## src/rtl/core/alt_pkg.sv

```systemverilog
`default_nettype none
package alt_pkg;

	// Table geometry and field widths.
	localparam int RECORDS = 64;
	localparam int IDX_W   = (RECORDS > 1) ? $clog2(RECORDS) : 1;
	localparam int CNT_W   = $clog2(RECORDS + 1);
	localparam int ADDR_W  = 48;
	localparam int SIZE_W  = 48;
	localparam int ESIZE_W = 32;
	localparam int ECNT_W  = 16;
	localparam int REC_W   = ADDR_W + SIZE_W;

	// Input command codes.
	typedef enum logic [1:0] {
		CMD_ALLOC  = 2'd0,
		CMD_FREE   = 2'd1,
		CMD_RESIZE = 2'd2,
		CMD_REPORT = 2'd3
	} cmd_t;

	// Result status codes.
	typedef enum logic [1:0] {
		STS_DONE      = 2'd0,
		STS_FULL      = 2'd1,
		STS_NOT_FOUND = 2'd2,
		STS_NOTHING   = 2'd3
	} status_t;

	// Operation that an accepted item turns into.
	typedef enum logic [2:0] {
		OP_NOP,
		OP_ALLOC,
		OP_FREE,
		OP_MOVE,
		OP_REPORT
	} op_t;

	// Controller states.
	typedef enum logic [2:0] {
		S_IDLE,
		S_ALLOC,
		S_SCAN,
		S_REPLY,
		S_FLUSH
	} state_t;

	// Commands from the controller to the datapath.
	typedef struct packed {
		logic load;
		logic alloc;
		logic scan;
		logic reply;
		logic flush;
	} dp_cmd_t;

	// Status from the datapath to the controller.
	typedef struct packed {
		op_t  op_in;
		op_t  op;
		logic hit;
		logic scan_done;
	} dp_sts_t;

	// Map a command and its operands onto the operation to perform.
	function automatic op_t decode_op(cmd_t cmd, logic [ADDR_W-1:0] old_addr,
			logic [ESIZE_W-1:0] esize);
		op_t op;
		logic old_null;
		logic size_zero;
		old_null  = (old_addr == '0);
		size_zero = (esize == '0);
		case (cmd)
			CMD_ALLOC: begin
				op = OP_ALLOC;
			end
			CMD_FREE: begin
				op = old_null ? OP_NOP : OP_FREE;
			end
			CMD_RESIZE: begin
				if (old_null && size_zero) begin
					op = OP_NOP;
				end else if (old_null) begin
					op = OP_ALLOC;
				end else if (size_zero) begin
					op = OP_FREE;
				end else begin
					op = OP_MOVE;
				end
			end
			CMD_REPORT: begin
				op = OP_REPORT;
			end
			default: begin
				op = OP_NOP;
			end
		endcase
		return op;
	endfunction

endpackage
`default_nettype wire

```

## src/rtl/core/alt_ctrl.sv

```systemverilog
`default_nettype none
module alt_ctrl (
	input  wire logic             clk,
	input  wire logic             arst_n,
	input  wire logic             start,
	output      logic             busy,
	output      alt_pkg::dp_cmd_t dp_cmd,
	input  wire alt_pkg::dp_sts_t dp_sts
);
	import alt_pkg::*;

	state_t state_q;
	state_t state_next;

	// State register.
	always_ff @(posedge clk or negedge arst_n) begin
		if (!arst_n) begin
			state_q <= S_IDLE;
		end else begin
			state_q <= state_next;
		end
	end

	// Next state and datapath commands.
	always_comb begin
		state_next = state_q;
		dp_cmd     = '0;
		case (state_q)
			S_IDLE: begin
				if (start) begin
					dp_cmd.load = 1'b1;
					case (dp_sts.op_in)
						OP_ALLOC:  state_next = S_ALLOC;
						OP_FREE:   state_next = S_SCAN;
						OP_MOVE:   state_next = S_SCAN;
						OP_REPORT: state_next = S_SCAN;
						default:   state_next = S_REPLY;
					endcase
				end
			end
			S_ALLOC: begin
				dp_cmd.alloc = 1'b1;
				state_next   = S_REPLY;
			end
			S_SCAN: begin
				dp_cmd.scan = 1'b1;
				if (dp_sts.hit) begin
					state_next = S_REPLY;
				end else if (dp_sts.scan_done) begin
					state_next = (dp_sts.op == OP_REPORT) ? S_FLUSH : S_REPLY;
				end
			end
			S_REPLY: begin
				dp_cmd.reply = 1'b1;
				state_next   = S_IDLE;
			end
			S_FLUSH: begin
				dp_cmd.flush = 1'b1;
				state_next   = S_IDLE;
			end
			default: begin
				state_next = S_IDLE;
			end
		endcase
	end

	assign busy = (state_q != S_IDLE);

endmodule
`default_nettype wire

```

## config.mk

```make
export PLATFORM = sky130hd
export DESIGN_NAME = alt_ctrl
export DESIGN_NICKNAME = d
export VERILOG_FILES = /design/src/rtl/core/alt_pkg.sv /design/src/rtl/core/alt_ctrl.sv
export SDC_FILE = /design/constraint.sdc
export NUM_CORES = 1
export LEC_CHECK = 0
export BUFFER_PORTS_ARGS = -buffer_cell sky130_fd_sc_hd__clkbuf_2
export CORE_AREA = 2 2 39 41
export CTS_BUF_LIST = sky130_fd_sc_hd__clkbuf_8
export DETAILED_ROUTE_END_ITERATION = 7
export DIE_AREA = 0 0 41 43
export PLACE_DENSITY = 0.42
export SYNTH_ARGS = -nofsm -noshare
export SYNTH_HDL_FRONTEND = slang
export SYNTH_SLANG_ARGS = --single-unit
export TNS_END_PERCENT = 5
```

## constraint.sdc

```tcl
create_clock -name clk -period 2.5 [get_ports clk]
set_input_delay 0.25 -clock clk [delete_from_list [all_inputs] [get_ports clk]]
set_output_delay 0.25 -clock clk [all_outputs]
set_load 0.005 [all_outputs]
```

* Word-level counts from Yosys, hierarchy flattened
Cells that the tools add are included.
** Storage, ports and cells
- Register bits after elaboration :: 3
- Latch bits :: 0
- Bits in writable memories :: 0
- ROM bits :: 0
- Output and inout bits :: 6
- Word-level logic and storage cells :: 28
- Memories :: 0
** Operators by class
- $add $sub $neg :: 0
- $mul :: 0
- Divide/modulo/power cells :: 0
- Magnitude comparators :: 0
- Equality and inequality tests :: 11
- Shift operators :: 0
- Multiplexer cells :: 12
- Bitwise operators :: 0
- Reduce and logical (&&, ||, !) cells :: 4
** Operator list (count)
- == test 3 x 2 -> 1 bit (second input constant) :: 4
- 2-to-1 mux 3 bit :: 4
- == test 3 bit (second input constant) :: 3
- one-hot mux 3 bit (3 select lines) :: 1
- == test 3 x 1 -> 1 bit (second input constant) :: 2
- 2-to-1 mux 1 bit :: 6
- one-hot mux 2 bit (2 select lines) :: 1
- logical NOT 3 bit :: 1
- inequality test 3 bit (second input constant) :: 1
- nonzero test 3 bit :: 1
- OR reduction 3 bit :: 1
- inequality test 2 bit (second input constant) :: 1
- AND reduction 2 bit :: 1

* Logic depth before layout (Yosys ltp)
Gate-level depths: netlist (run 1).
- Word-level depth :: 5
- Gate-level depth with buffers :: 3
- Mapped depth without buffers :: 3

* Least setup slack after synthesis (run 1)
Ideal clock, no wire load.
- Path kind :: register -> output
- From :: reg state_q[2]
- To :: out dp_cmd[4] (netlist bit)
- Arrival time :: 0.925 ns
- Data required time :: 2.250 ns
- Slack :: 1.325 ns
- Stages on the path, launching flop included :: 3
- Buffers on the path :: 0
- Cells stage by stage :: dfrtp_1 or3_1 nor2_1
** RTL lines
- from (decl) :: line alt_ctrl.sv:12 : state_t state_q;
- from (signal assigned) :: line alt_ctrl.sv:20 : state_q <= state_next;
- to (decl) :: line alt_ctrl.sv:7 : output alt_pkg::dp_cmd_t dp_cmd,

==> results of run 1 <==
[per-layer routing]
metal / vias up / GRT usage / wire [µm]
li1: 142 / - / -
met1: 117 / 0.0844 / 240
met2: 11 / 0.100 / 249
met3: 0 / 0.0157 / 39
met4: 0 / 0.0400 / 0
met5: - / 0 / 0
[worst paths after layout]
path                                        startpoint                      to  slack, ns  cells past startpoint
worst max register to register  state_q[0]$_DFFE_PN0P_  state_q[0]$_DFFE_PN0P_       1.28                      3
worst min register to register  state_q[2]$_DFFE_PN0P_  state_q[1]$_DFFE_PN0P_       0.54                      1
max in group asynchronous                       arst_n  state_q[1]$_DFFE_PN0P_       2.03                      2
min in group clk                             dp_sts[7]  state_q[0]$_DFFE_PN0P_       0.39                      3
worst min-delay path                            arst_n  state_q[0]$_DFFE_PN0P_       0.36                      2
worst max-delay path            state_q[2]$_DFFE_PN0P_               dp_cmd[4]       1.01                      3
[cells in the final DEF, fill, tap and decap left out]
| master | n |
|---|---|
| nor3b_1 | 3 |
| inv_1 | 3 |
| dlygate4sd3_1 | 1 |
| nor4b_1 | 1 |
| and2b_1 | 1 |
| a21oi_2 | 1 |
| or3_1 | 1 |
| o21bai_1 | 1 |
| nor2_1 | 2 |
| and2_1 | 1 |
| or4b_4 | 1 |
| clkbuf_8 | 3 |
| clkbuf_2 | 16 |
| o21ai_1 | 2 |
| a211o_1 | 1 |
| and3b_1 | 1 |
| a221oi_1 | 1 |
| nor2b_1 | 2 |
| or2_0 | 1 |
| a21oi_1 | 1 |
| nor2_2 | 1 |
| dfrtp_1 | 3 |
[kinds of logic (layout without fill, tap and decap cells)]
kind of cell	count (synthesis)	count (layout)	synth area share
DFF	3	3	0.316
AOI/OAI and AO/OA	7	7	0.205
buffers and inverters	2	23	0.0316
and+or+nand+nor	15	15	0.447
[final cells by class]
type / instances / area [µm²]
clock buffer: 3 / 41.3
fill: 157 / 991
clock inverter: 1 / 3.75
multi-input combinational: 22 / 155
sequential: 3 / 75.1
tap: 16 / 20.0
inverter: 2 / 7.51
timing repair buffer: 17 / 90.1
[report_power, final]
| part | switching (mW) | internal, mW | total [mW] |
|---|---|---|---|
| sequential | 0.0302 | 0.0655 | 0.0956 |
| clock | 0.0294 | 0.104 | 0.134 |
| combinational | 0.0652 | 0.0898 | 0.155 |
[through the flow]
step           hold slack, ns  setup slack (ns)  area, µm²  instances
2_1_floorplan         -0.0456              1.32        238         27
3_3_place_gp           0.0489              1.24        338         59
3_5_place_dp           0.0473              1.22        338         59
4_1_cts                 0.365             0.996        393         64
5_1_grt                 0.379             0.926        393         64
6_report                0.365              1.01        393         64
[timing repair]
item / 4_1_cts / 5_1_grt
hold endpoints to repair: 3 / 0
hold buffers: 1 / 0
buffers inserted: 0 / 0
==> summary.txt, run 1 <==
Reg with most FFs = state_q
type of the worst setup path = reg -> out
number of global-route vias before repair = 217
FP Rows = 14
htree depth = 1
drt drc = 0
RSZ-0062 raised after global routing = no
Max VDD drop = 0.240 mV
final hold vios = 0
flops & latches, synth = 3
min cycle time layout = 1.49 ns
RD Place Congestion = 0.569
sequential area share after synthesis = 0.316
Die Wd = 41 µm
Post-Syn Area = 238 µm²
top achievable clock speed = 671 MHz
total routing usage reported by global routing = 0.0675
GRT Residual Overflow = 0
Post-synth top cells = dfrtp_1, nor3b_1
WP data required = 2.25 ns
CTS buffer count = 3
layout cells sized above 1 = 0.458
wire length per cell = 8.27 µm
area delta synth->final = 65.3%
Tot Pwr = 0.384 mW
port bufs = 16
Netlist cell types = 19
final setup vio count = 0
CP cell instances = or3_1, nor2_1, clkbuf_2
die area = 1760 µm²
I/O pin cnt = 17
max reg flops = 3
post-route setup TNS = 0 ns
Post-Synthesis Cells = 27
total of max-cap violations = 0
Detailed Route Iter0 Violations = 0
CP max-delay cell = dfrtp_1
CP Capture Type = primary output
YS warnings = 0
CP peak stage delay = 0.42 ns
Hold Path Class = in -> async
total number of vias = 270
CP max FO = 7
initial antenna violation count = 0
Yosys top cell by area = dfrtp_1
CTS Sinks = 3
core area = 1380 µm²
Largest regs = state_q (3)
deepest clock path buffer count = 2
dpl hpwl = 434 µm
slew margin rel. = 0.831
final WL = 529 µm
syn avg cell area = 8.80 µm²
CP Buf/Inv Count = 1
outcome = finished, final reports clean
Setup Skew = 0.000457 ns
CTS tree = yes
delay-heaviest family, CP = simple AND/OR/NAND/NOR gates
initial core utilization = 0.172
Max Slew Vio Count = 0
Synth Net Count = 38
pin count of the biggest net entering global routing = 10
number of enable flip-flop cells after synthesis = 0
Lkg Pwr = 0.200 nW
Core Util, Final = 0.284
worst slew pin tran = 0.254 ns
Async SR Flop Fraction = 1.00
Top FF cell, synth = dfrtp_1
Final period util = 0.596
latest clock arrival within the worst-skew pair = 0.21 ns
final-stage net count = 60
top cell type's share of synthesized area = 0.316
PwrDens = 978 nW/µm²
Antenna Nets Post-Route = 0
Clock transition at path regs = 0.03 ns
Synth area leaders = dfrtp_1, nor3b_1, or4b_4
crit path DAT = 1.24 ns
Initial DRT Pass Iterations = 1
Via density = 4.22
Die Y = 43 µm
first-pass GRT wire length = 814 µm
PostCTS Resize Cnt = 0
Antenna Cells = 0
root buffer cell = clkbuf_8
Worst Setup Start Kind = flip-flop
(Power assumes the default switching activity.)
==> run 2, diff against run 1 <==
- PLACE_DENSITY: 0.42 -> 0.43
- clock period: 2.5 -> 1.2 ns (I/O delays scaled with it)
==> run 2 against run 1 <==
The flow now finishes with violations (negative setup slack). Critical path depth unchanged. Highest routed layer is now met4. Clock power increased by 110%. Wire length up 21%. Largest cell class unchanged. Cell area increased by 21%. Die area stayed put. Worst setup slack got worse by 1.1 ns. Sequential cell count stayed put. Clock skew increased by 0.00080 ns.
==> summary.txt, run 2 (synthesis results as in run 1) <==
CTS Sinks = 3 (unchanged)
total of max-cap violations = 0 (unchanged)
wire length per cell = 9.30 µm (+13%)
first-pass GRT wire length = 1040 µm (+27%)
Final Instance Area = 475 µm² (+21%)
total number of vias = 304 (+13%)
initial antenna violation count = 0 (unchanged)
final hold vios = 0 (unchanged)
Die Wd = 41 µm (unchanged)
met2 Use GR = 0.131 (+0.0313)
final std cells w/o fill = 69 (+7.8%)
fillers = 158 (+0.64%)
Setup Skew = 0.00125 ns (+0.000795 ns)
register share of total power = 0.183 (-0.066)
post-route setup TNS = -0.126 ns (-0.126 ns)
multi-input logic area = 194 µm² (+25%)
crit path from = state_q[2]$_DFFE_PN0P_
CP Capture Type = primary output
Antenna Cells = 0 (unchanged)
latest clock arrival within the worst-skew pair = 0.21 ns (about the same)
CTS buffer count = 3 (unchanged)
slew margin rel. = 0.871 (+0.0402)
area delta synth->final = 100%
RSZ-0062 raised after global routing = yes
Reg with most FFs = state_q
Cell Int Power = 0.674 mW (+160%)
met3 Use GR = 0.0471 (+0.0314)
most common cell after layout, fill and taps aside = clkbuf_2
die area = 1760 µm² (unchanged)
Largest regs = state_q (3)
Final period util = 1.08
min cycle time layout = 1.29 ns
top achievable clock speed = 775 MHz
NetSw = 0.329 mW (+160%)
port bufs = 16 (unchanged)
Initial DRT Pass Iterations = 2 (+1)
RR Startpoint = state_q[0]$_DFFE_PN0P_
Detailed Route Iter0 Violations = 1 (+1)
drt drc = 0 (unchanged)
Tot Pwr = 1.00 mW (+160%)
Placed Instances = 60 (+1.7%)
pin count of the biggest net entering global routing = 7 (-3)
Placed Area = 345 µm² (+2.2%)
Max VDD drop = 0.599 mV (+150%)
Via density = 4.41 (+4.4%)
CTS tree = yes
GRT Residual Overflow = 0 (unchanged)
WP data required = 1.08 ns (-1.17 ns)
Setup WS post-layout = -0.0910 ns (-1.10 ns)
CP max FO = 2 (-5)
final WL = 642 µm (+21%)
final setup vio count = 3 (+3)
switching share of total power = 0.328 (+0.00304)
deepest clock path buffer count = 2 (unchanged)
type of the worst setup path = reg -> out
crit path DAT = 1.17 ns (-0.07 ns)
most frequent cells in the layout = clkbuf_2, buf_4
total area of sequential cells = 77.6 µm² (+3.3%)
Worst Setup Start Kind = flip-flop
core area = 1380 µm² (unchanged)
FP Rows = 14 (unchanged)
failing checks = negative setup slack
Max Slew Vio Count = 0 (unchanged)
layout cells sized above 1 = 0.698 (+0.240)
initial core utilization = 0.172 (unchanged)
Antenna Nets Post-Route = 0 (unchanged)
worst slew pin tran = 0.193 ns (-0.0607 ns)
root buffer cell = clkbuf_8
Comb pwr share = 0.535 (+0.132)
final-stage net count = 65 (+8.3%)
PwrDens = 2110 nW/µm² (+120%)
Clock transition at path regs = 0.03 ns (about the same)
routing usage on met1 = 0.0974 (+0.0130)
max reg flops = 3 (unchanged)
Lkg Pwr = 0.235 nW (+18%)
Die Y = 43 µm (unchanged)
I/O pin cnt = 17 (unchanged)
RD Place Congestion = 0.637 (+12%)
number of global-route vias before repair = 270 (+24%)
Clock Power Share = 0.282 (-0.066)
htree depth = 1 (unchanged)
Hold Path Class = in -> async
total routing usage reported by global routing = 0.0937 (+0.0262)
outcome = complete, but fails checks
grt peak-use layer = met2
==> run 2: changes by cell type in the layout (fill, tap and decap cells not counted), sizes merged <==
| cell | previous run | this run |
|---|---|---|
| buf | 0 | 8 |
| clkbuf | 19 | 16 |
==> run 2: through the flow <==
step / hold WS (ns) / util / worst slack, ns
floorplan: -0.176 / - / 0.122
global placement: -0.0812 / 0.250 / -0.0759
detailed placement: -0.0832 / 0.250 / -0.0173
CTS: 0.233 / 0.328 / -0.112
global route: 0.250 / 0.344 / -0.147
finish: 0.231 / 0.344 / -0.0910
==> run 2: power groups by stage <==
stage          Sequential [mW]  Clock, mW  Combinational [mW]
2_1_floorplan            0.183          0               0.213
3_5_place_dp             0.200          0               0.358
5_1_grt                  0.199      0.296               0.592
4_1_cts                  0.183      0.285               0.482
6_report                 0.184      0.283               0.536
3_3_place_gp             0.201          0               0.364
==> run 2: path summary, 6_finish.rpt <==
check / to / slack [ns] / depth (start not counted)
max in group asynchronous: state_q[1]$_DFFE_PN0P_ / 0.85 / 2
min in group clk: state_q[0]$_DFFE_PN0P_ / 0.24 / 3
setup / recovery: dp_cmd[4] / -0.09 / 3
setup reg to reg: state_q[1]$_DFFE_PN0P_ / 0.01 / 4
hold reg to reg: state_q[0]$_DFFE_PN0P_ / 0.57 / 2
hold / removal: state_q[2]$_DFFE_PN0P_ / 0.23 / 2
==> run 2: final cells by class <==
class / count / area share
multi-input cells: 22 / 0.408
flip-flops and latches: 3 / 0.163
repair buffers: 22 / 0.276
inverters: 2 / 0.0158
well taps: 16 / 0.0421
clock inverters: 1 / 0.00789
clock buffers: 3 / 0.0868
==> run 2: timing repair <==
action	CTS	global route
pin swaps	1	1
hold endpoints to repair	3	0
setup endpoints to repair	6	8
setup buffers	4	0
hold buffers	1	0
gates resized for setup	6	8
gates cloned	0	0
==> run 2: critical path, stage by stage (launching register included) <==
cell and delay [ns]:
dfrtp_1 0.39, or3_4 0.39, nor2_2 0.07, buf_2 0.11
==> run 2: routing by layer <==
layer | wire [µm] | part of all wire | vias to the layer above
li1 | - | - | 150
met1 | 253 | 0.39 | 139
met2 | 334 | 0.52 | 13
met3 | 40 | 0.062 | 2
met4 | 12 | 0.019 | 0
met5 | 0 | 0 | -
